--- src/hw/rtl/cid_pkg.sv ---
`timescale 1ns / 1ps
`default_nettype none
package cid_pkg;

  // Table depth default and index width of a cell (up to 256 cells)
  localparam int TABLE_ENTRIES_DEFAULT = 64;
  localparam int CELL_IDX_W = 8;

  // Field widths
  localparam int ID_W   = 11;
  localparam int TIME_W = 32;
  localparam int SLOT_W = 6;
  localparam int CNT_W  = 8;
  localparam int RES_W  = 48;

  // Item kinds carried in s_tuser
  localparam logic OP_FRAME = 1'b0;
  localparam logic OP_LOAD  = 1'b1;

  // Short interval count limits
  localparam logic [CNT_W-1:0] ALERT_LIMIT_RESET = 8'd10;
  localparam logic [CNT_W-1:0] COUNT_MAX         = 8'hFF;

  // Search token handed from cell to cell, with the result built on the way
  typedef struct packed {
    logic              valid;
    logic              op;
    logic [ID_W-1:0]   can_id;
    logic [TIME_W-1:0] timestamp;
    logic [SLOT_W-1:0] entry_slot;
    logic [TIME_W-1:0] min_interval;
    logic              matched;
    logic [SLOT_W-1:0] hit_slot;
    logic [TIME_W-1:0] interval;
    logic [CNT_W-1:0]  short_count;
  } cid_token_t;

endpackage
`default_nettype wire

--- src/hw/rtl/cid_outq.sv ---
`timescale 1ns / 1ps
`default_nettype none
module cid_outq import cid_pkg::*; (
  input  wire logic             clk,
  input  wire logic             rst,
  input  wire cid_token_t       tok_in,
  input  wire logic [CNT_W-1:0] alert_limit,
  output logic                  space,
  output logic                  m_tvalid,
  input  wire logic             m_tready,
  // matched, hit_slot[5:0], interval[31:0], short_count[7:0], alert
  output logic [RES_W-1:0]      m_tdata
);

  logic [RES_W-1:0] q0;
  logic [RES_W-1:0] q1;
  logic [1:0]       count;
  logic [RES_W-1:0] res;
  logic             push;
  logic             pop;
  logic             alert;

  // Pack the result; a load leaves every field zero
  always_comb begin
    alert = tok_in.matched && (tok_in.short_count > alert_limit);
    res   = {alert, tok_in.short_count, tok_in.interval, tok_in.hit_slot, tok_in.matched};
    push  = tok_in.valid;
    pop   = m_tvalid && m_tready;
  end

  assign m_tvalid = (count != 2'd0);
  assign m_tdata  = q0;
  assign space    = (count != 2'd2);

  // Two-deep result queue
  always_ff @(posedge clk) begin
    if (rst) begin
      count <= '0;
    end else begin
      count <= count + {1'b0, push} - {1'b0, pop};
    end
  end

  always_ff @(posedge clk) begin
    if (push && ((count == 2'd0) || ((count == 2'd1) && pop))) begin
      q0 <= res;
    end else if (pop && (count == 2'd2)) begin
      q0 <= q1;
    end
    if (push && (count == 2'd1) && !pop) begin
      q1 <= res;
    end
  end

endmodule
`default_nettype wire

--- config.mk ---
export PLATFORM = sky130hd
export DESIGN_NAME = cid_outq
export DESIGN_NICKNAME = d
export VERILOG_FILES = /design/src/hw/rtl/cid_pkg.sv /design/src/hw/rtl/cid_outq.sv
export SDC_FILE = /design/constraint.sdc
export NUM_CORES = 1
export LEC_CHECK = 0
export ABC_CLOCK_PERIOD_IN_PS = 5600
export BUFFER_PORTS_ARGS = -buffer_cell sky130_fd_sc_hd__clkbuf_2
export CAP_MARGIN = 20
export CORE_MARGIN = 4
export CORE_UTILIZATION = 46
export CTS_CLUSTER_DIAMETER = 150
export DETAILED_ROUTE_END_ITERATION = 12
export PLACE_DENSITY = 0.88
export REMOVE_ABC_BUFFERS = 1
export SYNTH_ARGS = -nofsm -noshare
export SYNTH_HDL_FRONTEND = slang
export SYNTH_SLANG_ARGS = --single-unit
export TNS_END_PERCENT = 10
--- constraint.sdc ---
create_clock -name clk -period 5.6 [get_ports clk]
set_clock_uncertainty 0.15 [all_clocks]
set_input_delay 0.56 -clock clk [delete_from_list [all_inputs] [get_ports clk]]
set_output_delay 0.56 -clock clk [all_outputs]
set_load 0.02 [all_outputs]
; ---- Word-level counts from Yosys, hierarchy flattened
; Cells that the tools add are included.
; Widths: inputs -> output; s select.
[totals]
ff_bits = 98
latch_bits = 0
mem_bits_rw = 0
mem_bits_ro = 0
mem_count = 0
[classes]
add_sub_neg = 2
n_mul = 0
div_mod_pow = 0
magnitude_cmp = 1
n_eq_ne = 3
shift = 0
mux = 2
bitwise = 0
reduce_logical = 12
[ops]
columns = cell, n
row1 = $mux 48, 2
row2 = $gt 8x8->1, 1
row3 = $logic_and 1x1->1, 7
row4 = $reduce_bool 2->1, 2
row5 = $add 2x1->2, 1
row6 = $eq 2x1->1 const B, 1
row7 = $eq 2x2->1 const B, 1
row8 = $logic_not 2->1, 1
row9 = $ne 2x2->1 const B, 1
row10 = $sub 2x1->2, 1
row11 = $logic_not 1->1, 1
row12 = $logic_or 1x1->1, 1

; ---- Logic depth before layout (Yosys ltp)
[depth]
depth_word = 6
ltp_mapped = 8
depth_no_buf = 8

; ---- Worst setup path after synthesis
; No wires, ideal clock.
[synth_path]
path_kind = input port to flip-flop
start = input port m_tready
end = register q1[0], enable pin
setup_ns = 0.523
arrival_ns = 4.243
path_slack_ns = 0.685
stages = 2
n_path_buf = 0
cell_sequence = nand2b_4 -> nor3b_1
[synth_via]
elab_chain_cells = 3
[synth_rtl]
columns = item, line
row1 = start: declaration, cid_outq.sv:10  ; input wire logic m_tready,
row2 = $logic_and 1x1->1, cid_outq.sv:28  ; pop = m_tvalid && m_tready;
row3 = $logic_not 1->1, cid_outq.sv:50  ; if (push && (count == 2'd1) && !pop) begin
row4 = $logic_and 1x1->1, cid_outq.sv:50
row5 = end signal: assignment, cid_outq.sv:51  ; q1 <= res;
row6 = end: declaration, cid_outq.sv:16  ; logic [RES_W-1:0] q1;
; No other way between the ends.
; A chain may end at the register's enable or synchronous reset.

; ---- Worst setup path in the final report
[layout_path]
start = register count[1]
end = register q0[33] (netlist: m_tdata[33]), enable pin
[layout_via]
elab_chain_cells = 6
[layout_rtl]
columns = item, line
row1 = start: declaration, cid_outq.sv:17  ; logic [1:0] count;
row2 = start signal: assignment, cid_outq.sv:40  ; count <= count + {1'b0, push} - {1'b0, pop};
row3 = $reduce_bool 2->1, cid_outq.sv:31  ; assign m_tvalid = (count != 2'd0);
row4 = $logic_and 1x1->1, cid_outq.sv:28
row5 = $logic_and 1x1->1, cid_outq.sv:45  ; if (push && ((count == 2'd0) || ((count == 2'd1) && pop))) begin
row6 = $logic_or 1x1->1, cid_outq.sv:45
row7 = $logic_and 1x1->1, cid_outq.sv:45
row8 = $reduce_bool 2->1 (no line) (*), n/a
row9 = end signal: assignment, cid_outq.sv:46  ; q0 <= res;
row10 = end signal: assignment, cid_outq.sv:48  ; q0 <= q1;
row11 = end: declaration, cid_outq.sv:15  ; logic [RES_W-1:0] q0;
; Every way passes the cells marked *; elsewhere a longest branch is shown, timed or not.

==> impl_metrics.json <==
{
  "synthesis.yosys.warnings": 0,
  "numPortBuffers": 108,
  "place.gp.congestion": 0.710,
  "syn-mean-instance-area_um2": 19.4,
  "regArea_um2": 2920,
  "remaining_max_slew_budget_at_the_tightest_pin_pct": 49.3,
  "max_cap_violations": 0,
  "fillCellCount": 664,
  "core-area_um2": 8180,
  "start_util_pct": 47.3,
  "setup.worst_path.start_class": "flop",
  "worst_hold_startpoint": "rst",
  "worstReg2RegStart": "count[1]",
  "clockRootBuffer": "clkbuf_8",
  "htree_num_levels": 3,
  "status": "completed",
  "last_element_of_the_critical_path": "m_tdata[33]",
  "num-nets-final": 466,
  "synth.distinct_cells": 26,
  "ant_nets": 0,
  "number_of_buffers_on_the_longest_clock_path": 2,
  "top_level_ports": 191,
  "min_period_ps": 2580,
  "insertedDiodeCount": 0,
  "post_cts.repair.setup_buffers": 0,
  "clkSlewWorstSetupHoldPaths_ps": 90,
  "setup_viol": 0,
  "worstSetupEndpointType": "flop",
  "syn2layout_area_growth_pct": 22.2,
  "multiInputGateArea_um2": 855,
  "r2r_end": "m_tdata[33]",
  "crit_start": "count[1]",
  "worst_skew_pair.late_latency_ps": 350,
  "die_area_um2": 9930,
  "cts_tree": "yes",
  "r2r.worst_path.cells": 3,
  "first_pass_iters": 4,
  "routed-via-count": 2094,
  "first_global_vias": 2208,
  "clock.fmax_ghz": 0.388,
  "routed_wire_length_per_instance_um": 16.0,
  "power.static_leakage_nw": 1.88,
  "core.rowCount": 33,
  "finalCritPeriodShare_pct": 46.1,
  "cts_sinks": 98,
  "dpl.hpwl_um": 4680,
  "final-max-slew-violation-count": 0,
  "synth.ff_latch_count": 98,
  "cts_buffers": 9,
  "final_core_util_pct": 57.8,
  "totalWireLength_um": 6770,
  "grt_antenna_before_repair": 0,
  "critical_path_maximum_fanout": 51,
  "synth-seq-area-share_pct": 75.6,
  "timing_worst_slew_pin_value_ps": 761,
  "path_class": "reg2reg",
  "hp-class": "in2reg",
  "final-instance-count-excl-fill": 424,
  "worst_ir_drop_vdd_uv": 258,
  "power_mw": 2.10,
  "die_width_um": 99.7,
  "power_per_cell_area_nw_per_um2": 445,
  "postCtsResizedCells": 0,
  "die_height_um": 99.7,
  "cp_data_arrival_time_ps": 2440,
  "grt_setup_unrepaired": "false",
  "drive_gt1_share_pct": 55.5,
  "remaining_drc_errors": 0,
  "hold_violations": 0,
  "detail_route.vias_per_cell": 4.94,
  "grt_start_max_net_pins": 52,
  "holdBufCountCts": 0,
  "syn_inst": 199,
  "placedCellCount": 409,
  "synth.cell_area_um2": 3860,
  "grt_pass1_wl_um": 10800,
  "final.setup.tns_ps": 0,
  "drtIter0Drc": 65,
  "overflow": 0,
  "cp_data_required_time_ps": 5460,
  "worst-r2r-setup-slack_ps": 3020,
  "grt_util_all_layers_pct": 14.2
}
## per-layer routing
layer	GRT usage, %	share of wire, %	vias to the layer above
li1	-	-	997
met2	24.5	52	67
met4	5.36	1.1	0
met5	0	0	-
met3	4.63	6.3	7
met1	16.6	41	1023
## registers in the layout (all words and copies together) (netlist names)
name,cells
q1,48
count,2
m_tdata,48
## layout by cell type (no fill, tap or decap), drive strengths merged
| master | instances |
|---|---|
| or2 | 1 |
| a21boi | 1 |
| nand2 | 3 |
| mux2 | 46 |
| and2 | 1 |
| clkinv | 2 |
| a211oi | 1 |
| o211ai | 1 |
| clkinvlp | 1 |
| buf | 2 |
| ha | 10 |
| xor2 | 1 |
| inv | 13 |
| nand2b | 1 |
| a21oi | 3 |
| bufinv | 2 |
| dfxtp | 2 |
| xnor2 | 1 |
| o21ai | 3 |
| nor3b | 1 |
| a2111oi | 1 |
| a21o | 1 |
| nor2 | 2 |
| nand4 | 2 |
| nand3b | 1 |
| clkbuf | 117 |
| edfxtp | 96 |
| nor2b | 2 |
| mux2i | 1 |
## where the power goes
part	total (mW)	switching, mW	internal, mW
Clock	0.485	0.235	0.251
Sequential	1.04	0.0415	0.999
Combinational	0.575	0.356	0.219
Total	2.10	0.632	1.47
## worst max-delay path, cell delays in order, from the launching register on
cell and delay [ps]:
dfxtp_1 360, nand3b_4 650, o21ai_4 580, buf_4 470
## Yosys cell counts
cell type  number  area share [%]
nand2_1         3            0.29
ha_1           10             3.2
edfxtp_1       96              75
a21oi_1         3            0.39
clkbuf_8        1            0.36
buf_6           4             1.2
xnor2_1         1            0.23
nand3b_4        1            0.52
nand2b_4        1            0.36
o211ai_1        1            0.19
a21boi_1        1            0.19
a21o_1          1            0.19
nand4_1         2            0.32
inv_1          12             1.2
or2_2           1            0.16
o21ai_0         3            0.39
mux2_2         46              13
dfxtp_1         2             1.0
nor3b_1         1            0.19
nor2_1          2            0.19
nor2b_1         2            0.32
a211oi_1        1            0.19
and2_2          1            0.19
xor2_1          1            0.23
a2111oi_0       1            0.23
mux2i_1         1            0.26
## logic make-up after synthesis
group	after synthesis	share of synthesized area, %
AOI/OAI and AO/OA	11	1.78
xor gates and xnor gates	2	0.453
adders and majority gates	10	3.24
buffers and inverters	17	2.69
DFF	98	75.6
muxes	47	13.7
and+or+nand+nor	14	2.56
## worst min path at each step
stage	slack [ps]	endpoint	cells after the start
2_1_floorplan	350	m_tdata[39]	2
3_3_place_gp	350	m_tdata[39]	2
3_5_place_dp	380	m_tdata[43]	1
4_1_cts	200	count[1]	2
5_1_grt	200	count[0]	2
6_report	220	count[1]	2
## per-stage QoR
| stage | cell area (um2) | setup WS, ps | hold slack (ps) |
|---|---|---|---|
| floorplan | 3810 | 685 | 346 |
| global placement | 4510 | 2610 | 355 |
| detailed placement | 4510 | 2560 | 384 |
| CTS | 4720 | 2920 | 199 |
| global route | 4720 | 2840 | 197 |
| finish | 4720 | 3020 | 220 |
## area by class of cell
| type | count | share of cell area (%) |
|---|---|---|
| Inverter | 12 | 0.954 |
| Multi-Input combinational cell | 84 | 18.1 |
| Clock buffer | 9 | 2.62 |
| Sequential cell | 98 | 61.9 |
| Clock inverter | 6 | 1.91 |
| Timing Repair Buffer | 110 | 11.8 |
| Tap cell | 105 | 2.78 |
No activity file was read; power rests on OpenSTA's default activity.
