File: config.mk
export PLATFORM = sky130hd
export DESIGN_NAME = cid_cell
export DESIGN_NICKNAME = d
export VERILOG_FILES = /design/src/hw/rtl/cid_pkg.sv /design/src/hw/rtl/cid_cell.sv
export SDC_FILE = /design/constraint.sdc
export NUM_CORES = 1
export LEC_CHECK = 0
export ABC_AREA = 1
export BUFFER_PORTS_ARGS = -buffer_cell sky130_fd_sc_hd__clkbuf_2
export CAP_MARGIN = 20
export CORE_MARGIN = 2
export CORE_UTILIZATION = 52
export DETAILED_ROUTE_END_ITERATION = 8
export MAX_ROUTING_LAYER = met4
export PLACE_DENSITY = 0.8
export SYNTH_ARGS = -nofsm -noshare
export SYNTH_HDL_FRONTEND = slang
export SYNTH_SLANG_ARGS = --single-unit
export TNS_END_PERCENT = 30
File: constraint.sdc
create_clock -name clk -period 5.2 [get_ports clk]
set_input_delay 0 -clock clk [delete_from_list [all_inputs] [get_ports clk]]
set_output_delay 0 -clock clk [all_outputs]
set_load 0.01 [all_outputs]
File: src/hw/rtl/cid_pkg.sv
`timescale 1ns / 1ps
`default_nettype none
package cid_pkg;

  // Table depth default and index width of a cell (up to 256 cells)
  localparam int TABLE_ENTRIES_DEFAULT = 64;
  localparam int CELL_IDX_W = 8;

  // Field widths
  localparam int ID_W   = 11;
  localparam int TIME_W = 32;
  localparam int SLOT_W = 6;
  localparam int CNT_W  = 8;
  localparam int RES_W  = 48;

  // Item kinds carried in s_tuser
  localparam logic OP_FRAME = 1'b0;
  localparam logic OP_LOAD  = 1'b1;

  // Short interval count limits
  localparam logic [CNT_W-1:0] ALERT_LIMIT_RESET = 8'd10;
  localparam logic [CNT_W-1:0] COUNT_MAX         = 8'hFF;

  // Search token handed from cell to cell, with the result built on the way
  typedef struct packed {
    logic              valid;
    logic              op;
    logic [ID_W-1:0]   can_id;
    logic [TIME_W-1:0] timestamp;
    logic [SLOT_W-1:0] entry_slot;
    logic [TIME_W-1:0] min_interval;
    logic              matched;
    logic [SLOT_W-1:0] hit_slot;
    logic [TIME_W-1:0] interval;
    logic [CNT_W-1:0]  short_count;
  } cid_token_t;

endpackage
`default_nettype wire

File: src/hw/rtl/cid_cell.sv
`timescale 1ns / 1ps
`default_nettype none
module cid_cell import cid_pkg::*; #(
  parameter int CELL_INDEX = 0
) (
  input  wire logic       clk,
  input  wire logic       rst,
  input  wire cid_token_t tok_in,
  output cid_token_t      tok_out
);

  localparam logic [CELL_IDX_W-1:0] IDX = CELL_IDX_W'(CELL_INDEX);

  // Entry state held by this cell
  logic [ID_W-1:0]   ident;
  logic [TIME_W-1:0] min_interval;
  logic [TIME_W-1:0] prev_arrival;
  logic              loaded;
  logic              seen;
  logic [CNT_W-1:0]  short_count;

  logic              load_hit;
  logic              frame_hit;
  logic [TIME_W-1:0] diff;
  logic [CNT_W-1:0]  count_upd;
  cid_token_t        tok_next;

  // Match decode: first loaded entry in index order claims the frame
  always_comb begin
    load_hit  = tok_in.valid && (tok_in.op == OP_LOAD) &&
                ({{(CELL_IDX_W-SLOT_W){1'b0}}, tok_in.entry_slot} == IDX);
    frame_hit = tok_in.valid && (tok_in.op == OP_FRAME) && !tok_in.matched &&
                loaded && (ident == tok_in.can_id);
  end

  // Wrapped interval and count update
  always_comb begin
    diff = tok_in.timestamp - prev_arrival;
    if (diff < min_interval) begin
      count_upd = (short_count == COUNT_MAX) ? short_count : short_count + 8'd1;
    end else begin
      count_upd = '0;
    end
  end

  // Token passed on with this cell's result if it matched
  always_comb begin
    tok_next = tok_in;
    if (frame_hit) begin
      tok_next.matched     = 1'b1;
      tok_next.hit_slot    = SLOT_W'(CELL_INDEX);
      tok_next.interval    = seen ? diff : '0;
      tok_next.short_count = seen ? count_upd : short_count;
    end
  end

  always_ff @(posedge clk) begin
    if (rst) begin
      tok_out.valid <= 1'b0;
    end else begin
      tok_out.valid <= tok_next.valid;
    end
    tok_out.op           <= tok_next.op;
    tok_out.can_id       <= tok_next.can_id;
    tok_out.timestamp    <= tok_next.timestamp;
    tok_out.entry_slot   <= tok_next.entry_slot;
    tok_out.min_interval <= tok_next.min_interval;
    tok_out.matched      <= tok_next.matched;
    tok_out.hit_slot     <= tok_next.hit_slot;
    tok_out.interval     <= tok_next.interval;
    tok_out.short_count  <= tok_next.short_count;
  end

  // Entry control state
  always_ff @(posedge clk) begin
    if (rst) begin
      loaded      <= 1'b0;
      seen        <= 1'b0;
      short_count <= '0;
    end else if (load_hit) begin
      loaded      <= 1'b1;
      seen        <= 1'b0;
      short_count <= '0;
    end else if (frame_hit) begin
      seen <= 1'b1;
      if (seen) begin
        short_count <= count_upd;
      end
    end
  end

  // Entry payload
  always_ff @(posedge clk) begin
    if (load_hit) begin
      ident        <= tok_in.can_id;
      min_interval <= tok_in.min_interval;
    end
    if (frame_hit) begin
      prev_arrival <= tok_in.timestamp;
    end
  end

endmodule
`default_nettype wire

# Word-level counts from Yosys, hierarchy flattened
# Index checks and enable logic that the tools add are counted.
# totals
regBits	215
latchBits	0
ram_bits	0
mem_bits_ro	0
in_bits	132
out_inout_bits	130
n_memories	0
# classes
n_addsub	2
n_mul	0
div_mod_pow	0
magnitude_cmp	1
n_eq_ne	2
shift	0
n_mux	5
bitwise	1
n_reduce_logical	9
# ops
operator	n
40-bit two-way mux	1
32-bit less-than comparator	1
32-bit two-way mux	1
32-bit subtractor	1
8-bit two-way mux	3
11-bit == test	1
8-bit by 1-bit adder with 8-bit output (second input constant)	1
8-bit == test (second input constant)	1
1-bit logical AND	6
6-bit logical NOT	1
2-bit OR reduction	1
1-bit logical NOT	1
1-bit inverter	1

# Longest topological paths before layout
# Gate-level depths: netlist (run 1).
# depth
word_depth	6
mapped_depth	25

# Least setup slack after synthesis (run 1)
# No wires, ideal clock.
# synth_timing
path_type	reg2reg
start	reg ident[6]
end	reg prev_arrival[0], enable pin
arrival_ps	3828
setup_slack_ps	871
path_stages_with_launch	4
n_path_buf	0
cell_sequence	edfxtp_1 xnor2_1 nand4_1 nor4_1
# synth_between
elab_chain_cells	2
# synth_rtl
element	line	source
from (decl)	cid_cell.sv:15	logic [ID_W-1:0] ident;
from (signal assigned)	cid_cell.sv:95	ident <= tok_in.can_id;
11-bit == test	cid_cell.sv:33	loaded && (ident == tok_in.can_id);
1-bit logical AND	cid_cell.sv:33	
via frame_hit	cid_cell.sv:23	logic frame_hit;
to (signal assigned)	cid_cell.sv:99	prev_arrival <= tok_in.timestamp;
to (decl)	cid_cell.sv:17	logic [TIME_W-1:0] prev_arrival;
# The timed path passes the listed nets, and every way through them passes these cells.
# A chain may end at the register's enable or synchronous reset.

==> results of run 1 <==
[where the power goes]
group | internal [W] | switching, W | total (W) | leakage (nW)
clock network | 0.000806 | 0.000650 | 0.00146 | 0.323
registers | 0.00179 | 0.0000174 | 0.00181 | 1.85
logic | 0.000218 | 0.000255 | 0.000474 | 3.94
total | 0.00282 | 0.000923 | 0.00374 | 6.12
[critical path: cells and delay by family, from the launching register on]
kind            cells  cell delay, ns
flops               1            0.33
compound gates      2            0.44
simple gates       16            1.81
fa+ha+maj           3            0.78
buf+inv             2            0.64
[area by class of cell]
cell class                      count  area share (%)
Inverter                          126            3.74
Tap cell                          225            2.22
Clock inverter                     12           0.613
Timing Repair Buffer              399            21.2
Multi-Input combinational cell    607            27.7
Clock buffer                       26            4.63
Sequential cell                   215            39.9
[worst min path at each step]
stage / cells past startpoint / slack (ns) / end
6_report: 2 / 0.14 / tok_out[81]$_DFF_P_
5_1_grt: 2 / 0.13 / tok_out[81]$_DFF_P_
4_1_cts: 2 / 0.13 / tok_out[79]$_DFF_P_
3_5_place_dp: 1 / 0.12 / tok_out[52]$_DFF_P_
3_3_place_gp: 1 / 0.12 / tok_out[79]$_DFF_P_
2_1_floorplan: 0 / 0.03 / tok_out[100]$_DFF_P_
[timing repair]
item	in CTS	in global routing
setup buffers	0	0
endpoints found under the hold margin	215	0
hold buffers	135	0
setup endpoints to repair	0	0
[flip-flops by register name, indices dropped and copies added (netlist names)]
register and cells:
min_interval 32, tok_out 130, short_count 8, prev_arrival 32, loaded 1, seen 1
ident 11
[stage by stage]
step / instances / worst slack (ns) / power [W]
floorplan: 957 / 0.871 / 0.00204
global placement: 1437 / 1.64 / 0.00221
detailed placement: 1437 / 1.59 / 0.00222
CTS: 1610 / 1.23 / 0.00373
global route: 1610 / 0.806 / 0.00386
finish: 1610 / 1.15 / 0.00374
[layer usage]
metal / share of wire, % / wire (um)
met3: 7.9 / 2210
met2: 50 / 14100
met4: 4.3 / 1210
met5: 0 / 0
met1: 37 / 10400
[cell usage after synthesis (10+ instances only)]
cell type  count
nand2_1      223
dfxtp_1      140
inv_1        125
edfxtp_1      75
nor2_1        66
ha_1          63
a21oi_1       60
nand3_1       36
o21ai_0       22
xor2_1        21
nor3_1        14
xnor2_1       14
and2_1        11
a22o_1        10
nand4_1       10
[kinds of logic after synthesis]
| logic type | Yosys count | share of synthesized area (%) |
|---|---|---|
| AND/OR/NAND/NOR | 391 | 18.8 |
| flip-flops | 215 | 55.7 |
| buffers and inverters | 135 | 5.71 |
| AO/OA/AOI/OAI | 116 | 7.30 |
| adder cells (fa/ha/maj) | 64 | 8.91 |
| XOR/XNOR | 36 | 3.56 |
==> metrics, run 1 <==
result of the run=completed; cell at the root of the clock tree=clkbuf_16; actual slew at the worst max-slew pin=0.764 ns; post-synthesis register bit count=215; met2 GRT Util=54.8%; Worst Setup EP=tok_out[7]$_DFF_P_; commonest non-fill, non-tap cell in the layout=clkbuf_2; met3 track utilization from global routing=5.70%; Relative slew margins=48.9%; power per cell area=295 nW/um2; cell type contributing the most total cell area after synthesis=dfxtp_1; final critical path time including I/O delays and setup=4.05 ns; most used cell, CP=nand2_1; path category of the worst min-delay check=in2reg; endpoint class of the critical path=flop; largest net degree at the start of global routing=62; endpoints failing setup=0; type of element launching the critical path=flop; worst setup path category=reg2reg; primary flip-flop cell chosen by synthesis mapping=dfxtp_1; mapped cell area=9070 um2; initial cell density of the core=52.8%; via-per-instance ratio=5.12; most congested layer reported by global routing=met2; wire length reported by the detailed router=27900 um; worst vdd ir=0.000368 V; sequential share of the synthesized area=55.7%; number of enable flip-flop cells after synthesis=75; area occupied by multi-input gates=3510 um2; Worst Min Path Start=tok_in[81]; Synth Warn #=0; final design utilization=73.7%; top fanout value on the critical path=4; CP required=5.66 ns; leakage power total=6.12 nW; RSZ-0062 raised after global routing=false; maxcap violations=0; port buffer count=261; post-detail-place hpwl=18500 um; max-slew violation count=0; Post-Route Hold Slack=0.136 ns; height of the die=136 um; global-route wire length before repair=43000 um; area of all placed cells without fillers=12700 um2; total number of vias=8241; grt met1 use=34.1%; remaining number of nets flagged by the antenna check after routing=0; Worst R2R Path Depth=23; global-route congestion overflow total=0; share of Yosys cell area claimed by the top area cell type=30.9%; fraction of layout cells with a size suffix above 1=23.0%; number of antenna cells inserted=0; worst-case clock buffer depth=3; final net count=1567; H-tree depth=1; number of instances in the synthesized netlist=957; leading post-synthesis cells by cell area=dfxtp_1 31%, edfxtp_1 25%, nand2_1 9.2%; capture instance of the worst register-to-register path=tok_out[7]$_DFF_P_; arrival time at the worst endpoint=4.51 ns; top library cells by usage in the layout, fill and taps aside=261 x clkbuf_2, 223 x nand2_1, 140 x dfxtp_1, 135 x dlygate4sd3_1, 125 x inv_1; starting DRC count in detailed routing=460; overall die area=18500 um2; ordered list of cells on the worst path=ha_1 -> inv_1 -> fa_1 -> nand3_1 -> nand2_1 -> nand2_1 -> nand2_1 -> nand3_1 -> nand3_1 -> nand2_1 -> nand3_1 -> and2_1 -> ha_1 -> a21oi_1 -> nor2_1 -> nor3_1 -> nand2_1 -> a21oi_1 -> nand3_1 -> nand2_1 -> nand2_1 -> nand2_1 -> dlygate4sd3_1; antenna violations before repair=0; layout filler cell count=1242; CTS sink count=215; cell with the biggest individual delay on the critical path=dlygate4sd3_1; Synth Net Count=1153; drt drc=0; CORE AREA=17200 um2; number of global-route vias before repair=8528; Critical Path Start=prev_arrival[0]$_DFFE_PP_; Ports=262; Final Hold Violating Endpoints=0; CTS-repair resized insts=0; Fin Clk Skew=0.0278 ns; GRT Util Overall=31.0%; dpl cell area=10600 um2; number of detailed-routing iterations run before antenna repair=5; average wire per standard cell=17.3 um; Final Wtd Congestion=1.04; fmax=247 MHz; mean area per synthesized cell=9.47 um2; Synth cell types=39; total CTS buffers=22; clock tree from TritonCTS=yes; register-to-register path setup slack=1.15 ns; Slowest Stage Delay on Critical Path=0.55 ns; horizontal die dimension=136 um; post-route fraction of the period consumed by the critical path=77.8%; total negative slack=0 ns; synth-to-layout area growth=39.6%; area occupied by registers=5050 um2; asr flop ratio synth=0%; launch point of the worst reg-to-reg path=prev_arrival[0]$_DFFE_PP_; later-pin clock latency in the skew report=0.52 ns; std cell rows=48; clk slew on worst S/H paths=0.07 ns
(Power assumes the default switching activity.)
==> inputs of run 2 (changes only) <==
--- a/config.mk
+++ b/config.mk
@@ -9,10 +9,10 @@
 export BUFFER_PORTS_ARGS = -buffer_cell sky130_fd_sc_hd__clkbuf_2
 export CAP_MARGIN = 20
 export CORE_MARGIN = 2
-export CORE_UTILIZATION = 52
+export CORE_UTILIZATION = 47
 export DETAILED_ROUTE_END_ITERATION = 8
 export MAX_ROUTING_LAYER = met4
-export PLACE_DENSITY = 0.8
+export PLACE_DENSITY = 0.76
 export SYNTH_ARGS = -nofsm -noshare
 export SYNTH_HDL_FRONTEND = slang
 export SYNTH_SLANG_ARGS = --single-unit
==> constraint.sdc (replaced) <==
create_clock -name clk -period 3.5 [get_ports clk]
set_input_delay 0 -clock clk [delete_from_list [all_inputs] [get_ports clk]]
set_output_delay 0 -clock clk [all_outputs]
set_load 0.01 [all_outputs]
==> run 2 against run 1 <==
  * Largest cell class unchanged
  * Fmax is 22% higher
  * Final area is 4.3% higher
  * Final cell count is 3.7% higher
  * Register-to-register slack worse by 0.97 ns
  * Count of clock-buffer cells in the layout is 5 higher
  * Largest power group unchanged
  * Combinational power is 61% higher
  * Clock skew is 0.0030 ns lower
  * Power is 52% higher
  * Non-clock buffer count is 22 higher
  * Global-route usage is 3.3 points lower
  * Sequential share of layout area is 1.6 points lower
  * Sequential power is 49% higher
==> metrics, run 2 (same netlist as run 1, synthesis figures left out) <==
result of the run=completed; post-route fraction of the period consumed by the critical path=94.8% (+17 points); launch point of the worst reg-to-reg path=prev_arrival[7]$_DFFE_PP_; commonest non-fill, non-tap cell in the layout=clkbuf_2; top fanout value on the critical path=5 (+1); H-tree depth=1 (unchanged); horizontal die dimension=143 um (+5.0%); Final Hold Violating Endpoints=0 (unchanged); number of global-route vias before repair=8391 (-1.6%); Ports=262 (unchanged); max-slew violation count=0 (unchanged); power per cell area=431 nW/um2 (+46%); total number of vias=8194 (-0.57%); final critical path time including I/O delays and setup=3.32 ns (-0.729 ns); leakage power total=6.28 nW (+2.6%); final net count=1589 (+1.4%); CP required=3.90 ns (-1.76 ns); detailed-routed wire length on met2=13900 um (-1.3%); actual slew at the worst max-slew pin=0.582 ns (-0.182 ns); Critical Path Start=prev_arrival[7]$_DFFE_PP_; registers with the most flip-flops=tok_out: 130 flops, min_interval: 32 flops, prev_arrival: 32 flops; remaining number of nets flagged by the antenna check after routing=0 (unchanged); Relative slew margins=61.2% (+12 points); fmax=301 MHz (+22%); CORE AREA=18800 um2 (+9.6%); post-detail-place hpwl=19000 um (+2.7%); std cell rows=50 (+4.2%); number of flip-flops under the largest register name=130 (unchanged); Final Wtd Congestion=1.02 (-2.2%); total CTS buffers=22 (unchanged); path category of the worst min-delay check=in2reg; amount of wire on met3 after detailed routing=1660 um (-25%); dpl cell area=10800 um2 (+1.6%); later-pin clock latency in the skew report=0.53 ns (about the same); endpoints failing setup=0 (unchanged); cell at the root of the clock tree=clkbuf_16; overall die area=20400 um2 (+10%); antenna violations before repair=1 (+1); clock tree from TritonCTS=yes; worst-case clock buffer depth=3 (unchanged); initial cell density of the core=48.2% (-4.6 points); global-route congestion overflow total=0 (unchanged); starting DRC count in detailed routing=503 (+9.3%); maxcap violations=0 (unchanged); type of element launching the critical path=flop; capture instance of the worst register-to-register path=short_count[3]$_SDFFE_PP0P_; least setup slack across all paths after layout=0.181 ns (-0.971 ns); CTS sink count=215 (unchanged); Worst Setup EP=short_count[3]$_SDFFE_PP0P_; Worst Min Path Start=tok_in[48]; port buffer count=261 (unchanged); GRT Util Overall=27.7% (-3.3 points); via-per-instance ratio=4.91 (-4.1%); register containing the most flip-flops in the final layout=tok_out; Worst R2R Path Depth=21 (-8.7%); global-route wire length before repair=42500 um (-1.3%); wire length reported by the detailed router=27700 um (-0.57%); average wire per standard cell=16.6 um (-4.1%); height of the die=143 um (+5.0%); layout filler cell count=1360 (+9.5%); Fin Clk Skew=0.0249 ns (-0.00297 ns); drt drc=0 (unchanged); register-to-register path setup slack=0.18 ns (-0.97 ns); area of all placed cells without fillers=13200 um2 (+4.3%); top library cells by usage in the layout, fill and taps aside=261 x clkbuf_2, 205 x nand2_1, 140 x dfxtp_1, 131 x dlygate4sd3_1, 123 x inv_1; number of detailed-routing iterations run before antenna repair=6 (+1); length of routed wiring on met1=11400 um (+9.2%); worst vdd ir=0.000450 V (+22%); largest net degree at the start of global routing=54 (-13%); area occupied by registers=5050 um2 (unchanged); endpoint class of the critical path=flop; clk slew on worst S/H paths=0.07 ns (about the same); worst setup path category=reg2reg; area occupied by multi-input gates=3820 um2 (+9.0%); arrival time at the worst endpoint=3.72 ns (-0.79 ns); synth-to-layout area growth=45.6%; fraction of layout cells with a size suffix above 1=29.4% (+6.4 points); pre-CTS setup slack=-0.0220 ns (-1.61 ns); top metal layer carrying routed signals=met4
==> run 2: cell types whose count changed in the layout (fill, tap and decap cells not counted), moves of 8 or more <==
cell | before | now
nor2_1 | 66 | 55
nor2_2 | 8 | 19
a21oi_2 | 4 | 19
nand2_2 | 1 | 18
ha_1 | 63 | 54
o21ai_1 | 9 | 17
a21oi_1 | 60 | 43
buf_4 | 3 | 29
o21ai_0 | 22 | 13
nand2_1 | 223 | 205
==> run 2: worst max-delay path, cell delays in order (launching register included) <==
cell and delay (ns):
edfxtp_1 0.36, inv_1 0.06, ha_1 0.24, buf_4 0.16
a21o_1 0.21, a21oi_2 0.18, nor2_1 0.06, nor2_1 0.11
nand2_2 0.10, nand3b_1 0.14, nand3_2 0.10, and2_1 0.17
ha_1 0.28, nand2_2 0.07, buf_4 0.14, nor3_4 0.20
and3_1 0.21, nand2_2 0.09, nand2_2 0.08, nand2_4 0.08
nand2_1 0.09, a21oi_1 0.06
==> run 2: final cells by class <==
class                   count  area share, %
multi-input cells         607           29.0
clock buffers              31           4.50
well taps                 260           2.46
clock inverters             8          0.692
flip-flops and latches    215           38.3
diodes                      1         0.0190
inverters                 126           3.58
repair buffers            421           21.5
==> run 2: where the power goes <==
part           leakage, nW  switching, W  internal, W
clock                0.329      0.000969      0.00127
combinational         4.10      0.000406     0.000356
sequential            1.85     0.0000257      0.00266
total                 6.28       0.00140      0.00429
==> run 2: through the flow <==
stage               hold WS, ns  power (W)  utilization [%]  TNS, ns  instances
finish                    0.131    0.00569             70.1        0       1669
CTS                       0.106    0.00565             68.1        0       1657
global placement          0.113    0.00331             57.4   -0.516       1487
detailed placement        0.115    0.00332             57.4  -0.0756       1487
floorplan                0.0277    0.00303                -   -21.75        957
global route              0.128    0.00590             70.1   -0.134       1669
==> run 2: per-layer routing <==
layer	global-route usage [%]	vias to the layer above
li1	-	4020
met1	33.3	3798
met2	48.1	317
met3	4.53	59
met4	7.92	0
met5	-	-
==> run 2: repair_timing <==
item / 4_1_cts / 5_1_grt
pin swaps: 0 / 16
hold buffers: 131 / 0
cloned: 0 / 0
hold endpoints to repair: 215 / 0
setup endpoints to repair: 9 / 16
resized for setup: 2 / 83
buffers inserted: 0 / 11
==> run 2: how the worst min path moves through the flow <==
stage / cells after the start / slack [ns] / endpoint
after global routing: 2 / 0.13 / tok_out[48]$_DFF_P_
after global placement: 1 / 0.11 / tok_out[79]$_DFF_P_
after floorplan: 0 / 0.03 / tok_out[100]$_DFF_P_
final: 2 / 0.13 / tok_out[48]$_DFF_P_
after CTS: 2 / 0.11 / tok_out[79]$_DFF_P_
after detailed placement: 1 / 0.12 / tok_out[79]$_DFF_P_
==> inputs of run 3 (changes only) <==
==> constraint.sdc (replaced) <==
create_clock -name clk -period 3.5 [get_ports clk]
set_input_delay 1.05 -clock clk [delete_from_list [all_inputs] [get_ports clk]]
set_output_delay 1.05 -clock clk [all_outputs]
set_load 0.01 [all_outputs]
==> run 3 against run 2 <==
  * The run now ends with setup timing left
  * Worst hold slack improved by 0.38 ns
  * Critical path type is now in2reg
  * Wire length decreased by 5.2%
  * Final area grew 4.9%
  * Sequential share of layout area is 1.8 points lower
  * Sequential cell count unchanged
  * Combinational power rose by 13%
  * Register-to-register slack hardly changed
  * Setup slack got worse by 0.21 ns
  * Highest routed layer unchanged
  * Largest power group unchanged
==> metrics, run 3 (same netlist as run 1, synthesis figures left out) <==
leakage power total=6.59 nW (+4.9%); starting DRC count in detailed routing=458 (-8.9%); CP required=3.95 ns (+0.05 ns); top fanout value on the critical path=5 (unchanged); post-detail-place hpwl=19100 um (+0.31%); ordered list of cells on the worst path=clkbuf_2 -> ha_4 -> a21oi_2 -> o21ai_0 -> a21oi_1 -> nand2_2 -> buf_4 -> xor2_2 -> buf_4 -> ha_1 -> a21oi_1 -> o21ai_0 -> nor2_1 -> nand2_2 -> nand2_4 -> nand2_2 -> nand2_4 -> nand2_4 -> a21oi_2; result of the run=complete, but fails checks; worst vdd ir=0.000573 V (+27%); cell with the biggest individual delay on the critical path=ha_1; overall die area=20400 um2 (unchanged); met3 track utilization from global routing=3.79% (-0.74 points); Final Wtd Congestion=0.942 (-7.7%); remaining number of nets flagged by the antenna check after routing=0 (unchanged); RSZ-0062 raised after global routing=true; CTS sink count=215 (unchanged); power per cell area=428 nW/um2 (-0.78%); fmax=284 MHz (-5.9%); global-route congestion overflow total=0 (unchanged); arrival time at the worst endpoint=3.97 ns (+0.25 ns); height of the die=143 um (unchanged); Worst R2R Path Depth=21 (unchanged); fraction of layout cells with a size suffix above 1=46.5% (+17 points); Ports=262 (unchanged); worst setup path category=in2reg; least setup slack across all paths after layout=-0.0266 ns (-0.208 ns); worst-case clock buffer depth=3 (unchanged); endpoints failing setup=1 (+1); final critical path time including I/O delays and setup=3.53 ns (+0.208 ns); total negative slack=-0.0266 ns (-0.0266 ns); horizontal die dimension=143 um (unchanged); synth-to-layout area growth=52.7%; type of element launching the critical path=input port; port buffer count=261 (unchanged); final net count=1606 (+1.1%); failing checks=setup timing; drt drc=0 (unchanged); Fin Clk Skew=0.0111 ns (-0.0138 ns); number of global-route vias before repair=7796 (-7.1%); antenna violations before repair=1 (unchanged); endpoint class of the critical path=flop; number of flip-flops under the largest register name=130 (unchanged); commonest non-fill, non-tap cell in the layout=clkbuf_2; met2 GRT Util=39.7% (-8.4 points); post-route fraction of the period consumed by the critical path=101% (+5.9 points); Relative slew margins=58.6% (-2.6 points); H-tree depth=1 (unchanged); placed insts=1627 (+9.4%); clock tree from TritonCTS=yes; largest net degree at the start of global routing=61 (+13%); top library cells by usage in the layout, fill and taps aside=260 x clkbuf_2, 184 x nand2_1, 174 x buf_4, 140 x dfxtp_1, 115 x inv_1; post-cts hold buffer count=0 (-100%); later-pin clock latency in the skew report=0.52 ns (about the same); total number of vias=8159 (-0.43%); Worst Setup EP=short_count[4]$_SDFFE_PP0P_; clk slew on worst S/H paths=0.06 ns (about the same); most congested layer reported by global routing=met2; register-to-register path setup slack=0.17 ns (about the same); GRT Util Overall=24.0% (-3.6 points); cell at the root of the clock tree=clkbuf_16; total CTS buffers=22 (unchanged); average wire per standard cell=15.6 um (-6.2%); maxcap violations=0 (unchanged); wire length reported by the detailed router=26300 um (-5.2%); registers with the most flip-flops=tok_out: 130 flops, min_interval: 32 flops, prev_arrival: 32 flops; number of detailed-routing iterations run before antenna repair=5 (-1); path category of the worst min-delay check=reg2reg; Final Hold Violating Endpoints=0 (unchanged); register containing the most flip-flops in the final layout=tok_out; capture instance of the worst register-to-register path=short_count[4]$_SDFFE_PP0P_; std cell rows=50 (unchanged); actual slew at the worst max-slew pin=0.622 ns (+0.0394 ns); final design utilization=73.5% (+3.4 points); Critical Path Start=tok_in[99]; global-route wire length before repair=37400 um (-12%); initial cell density of the core=48.2% (unchanged); grt met1 use=30.9% (-2.4 points); Finished Layout Cells=1686 (+1.0%); via-per-instance ratio=4.84 (-1.4%); launch point of the worst reg-to-reg path=prev_arrival[8]$_DFFE_PP_; Slowest Stage Delay on Critical Path=0.30 ns (-0.06 ns); CORE AREA=18800 um2 (unchanged); max-slew violation count=0 (unchanged)
==> run 3: cell count changes in the layout (fill, tap and decap cells not counted), moves of 8 or more <==
cell / previous run / this run
a21oi_1: 43 / 32
buf_4: 29 / 174
nand2_4: 1 / 9
ha_4: 5 / 32
nor2_4: 1 / 9
nor2_1: 55 / 44
nand2_2: 18 / 31
ha_1: 54 / 29
nand2_1: 205 / 184
dlygate4sd3_1: 131 / 0
nand3_1: 33 / 25
inv_1: 123 / 115
==> run 3: report_power, final <==
part | internal, W | switching, W
registers | 0.00266 | 0.0000200
clock network | 0.00141 | 0.000963
logic | 0.000423 | 0.000441
==> run 3: repair_timing <==
action                                 in CTS  in global routing
setup endpoints to repair                  16                 16
endpoints found under the hold margin       0                  0
resized for setup                          16                187
pin swaps                                   5                 67
buffers inserted                            4                 15
==> run 3: stage by stage <==
step	cell area [um2]	hold WS, ns	setup WS, ns	total power, W
final	13800	0.513	-0.0266	0.00592
after global routing	13800	0.534	-0.153	0.00614
after CTS	12800	0.506	0.000485	0.00583
after detailed placement	12000	0.496	-0.646	0.00346
after global placement	12000	0.485	-0.612	0.00344
after floorplan	9220	0.464	-0.0120	0.00304
==> run 3: metal layers <==
metal	part of all wire, %	up-vias
li1	-	4041
met1	42	3790
met2	50	273
met3	5.5	55
met4	2.6	0
met5	0	-
==> run 3: worst min path at each step <==
stage / startpoint / to / slack [ns] / depth (start not counted)
3_3_place_gp: short_count[5]$_SDFFE_PP0P_ / short_count[5]$_SDFFE_PP0P_ / 0.49 / 2
5_1_grt: short_count[2]$_SDFFE_PP0P_ / short_count[2]$_SDFFE_PP0P_ / 0.53 / 2
6_report: short_count[2]$_SDFFE_PP0P_ / short_count[2]$_SDFFE_PP0P_ / 0.51 / 2
3_5_place_dp: short_count[2]$_SDFFE_PP0P_ / short_count[2]$_SDFFE_PP0P_ / 0.50 / 2
2_1_floorplan: loaded$_SDFFE_PP0P_ / loaded$_SDFFE_PP0P_ / 0.46 / 2
4_1_cts: short_count[2]$_SDFFE_PP0P_ / short_count[2]$_SDFFE_PP0P_ / 0.51 / 2
==> run 3: cell type report <==
type                            instances  area [um2]
Inverter                              126         488
Tap cell                              260         325
Fill cell                            1323        4990
Antenna cell                            1        2.50
Sequential cell                       215        5050
Clock buffer                           28         583
Timing Repair Buffer                  438        2670
Multi-Input combinational cell        607        4570
Clock inverter                         11         160
==> run 3: worst max-delay path, delay by kind of cell <==
kind	cells	cell delay [ns]
buffers and inverters	3	0.44
and+or+nand+nor	7	0.78
adders and majority gates	2	0.56
xor gates and xnor gates	1	0.14
AOI/OAI and AO/OA	6	0.98
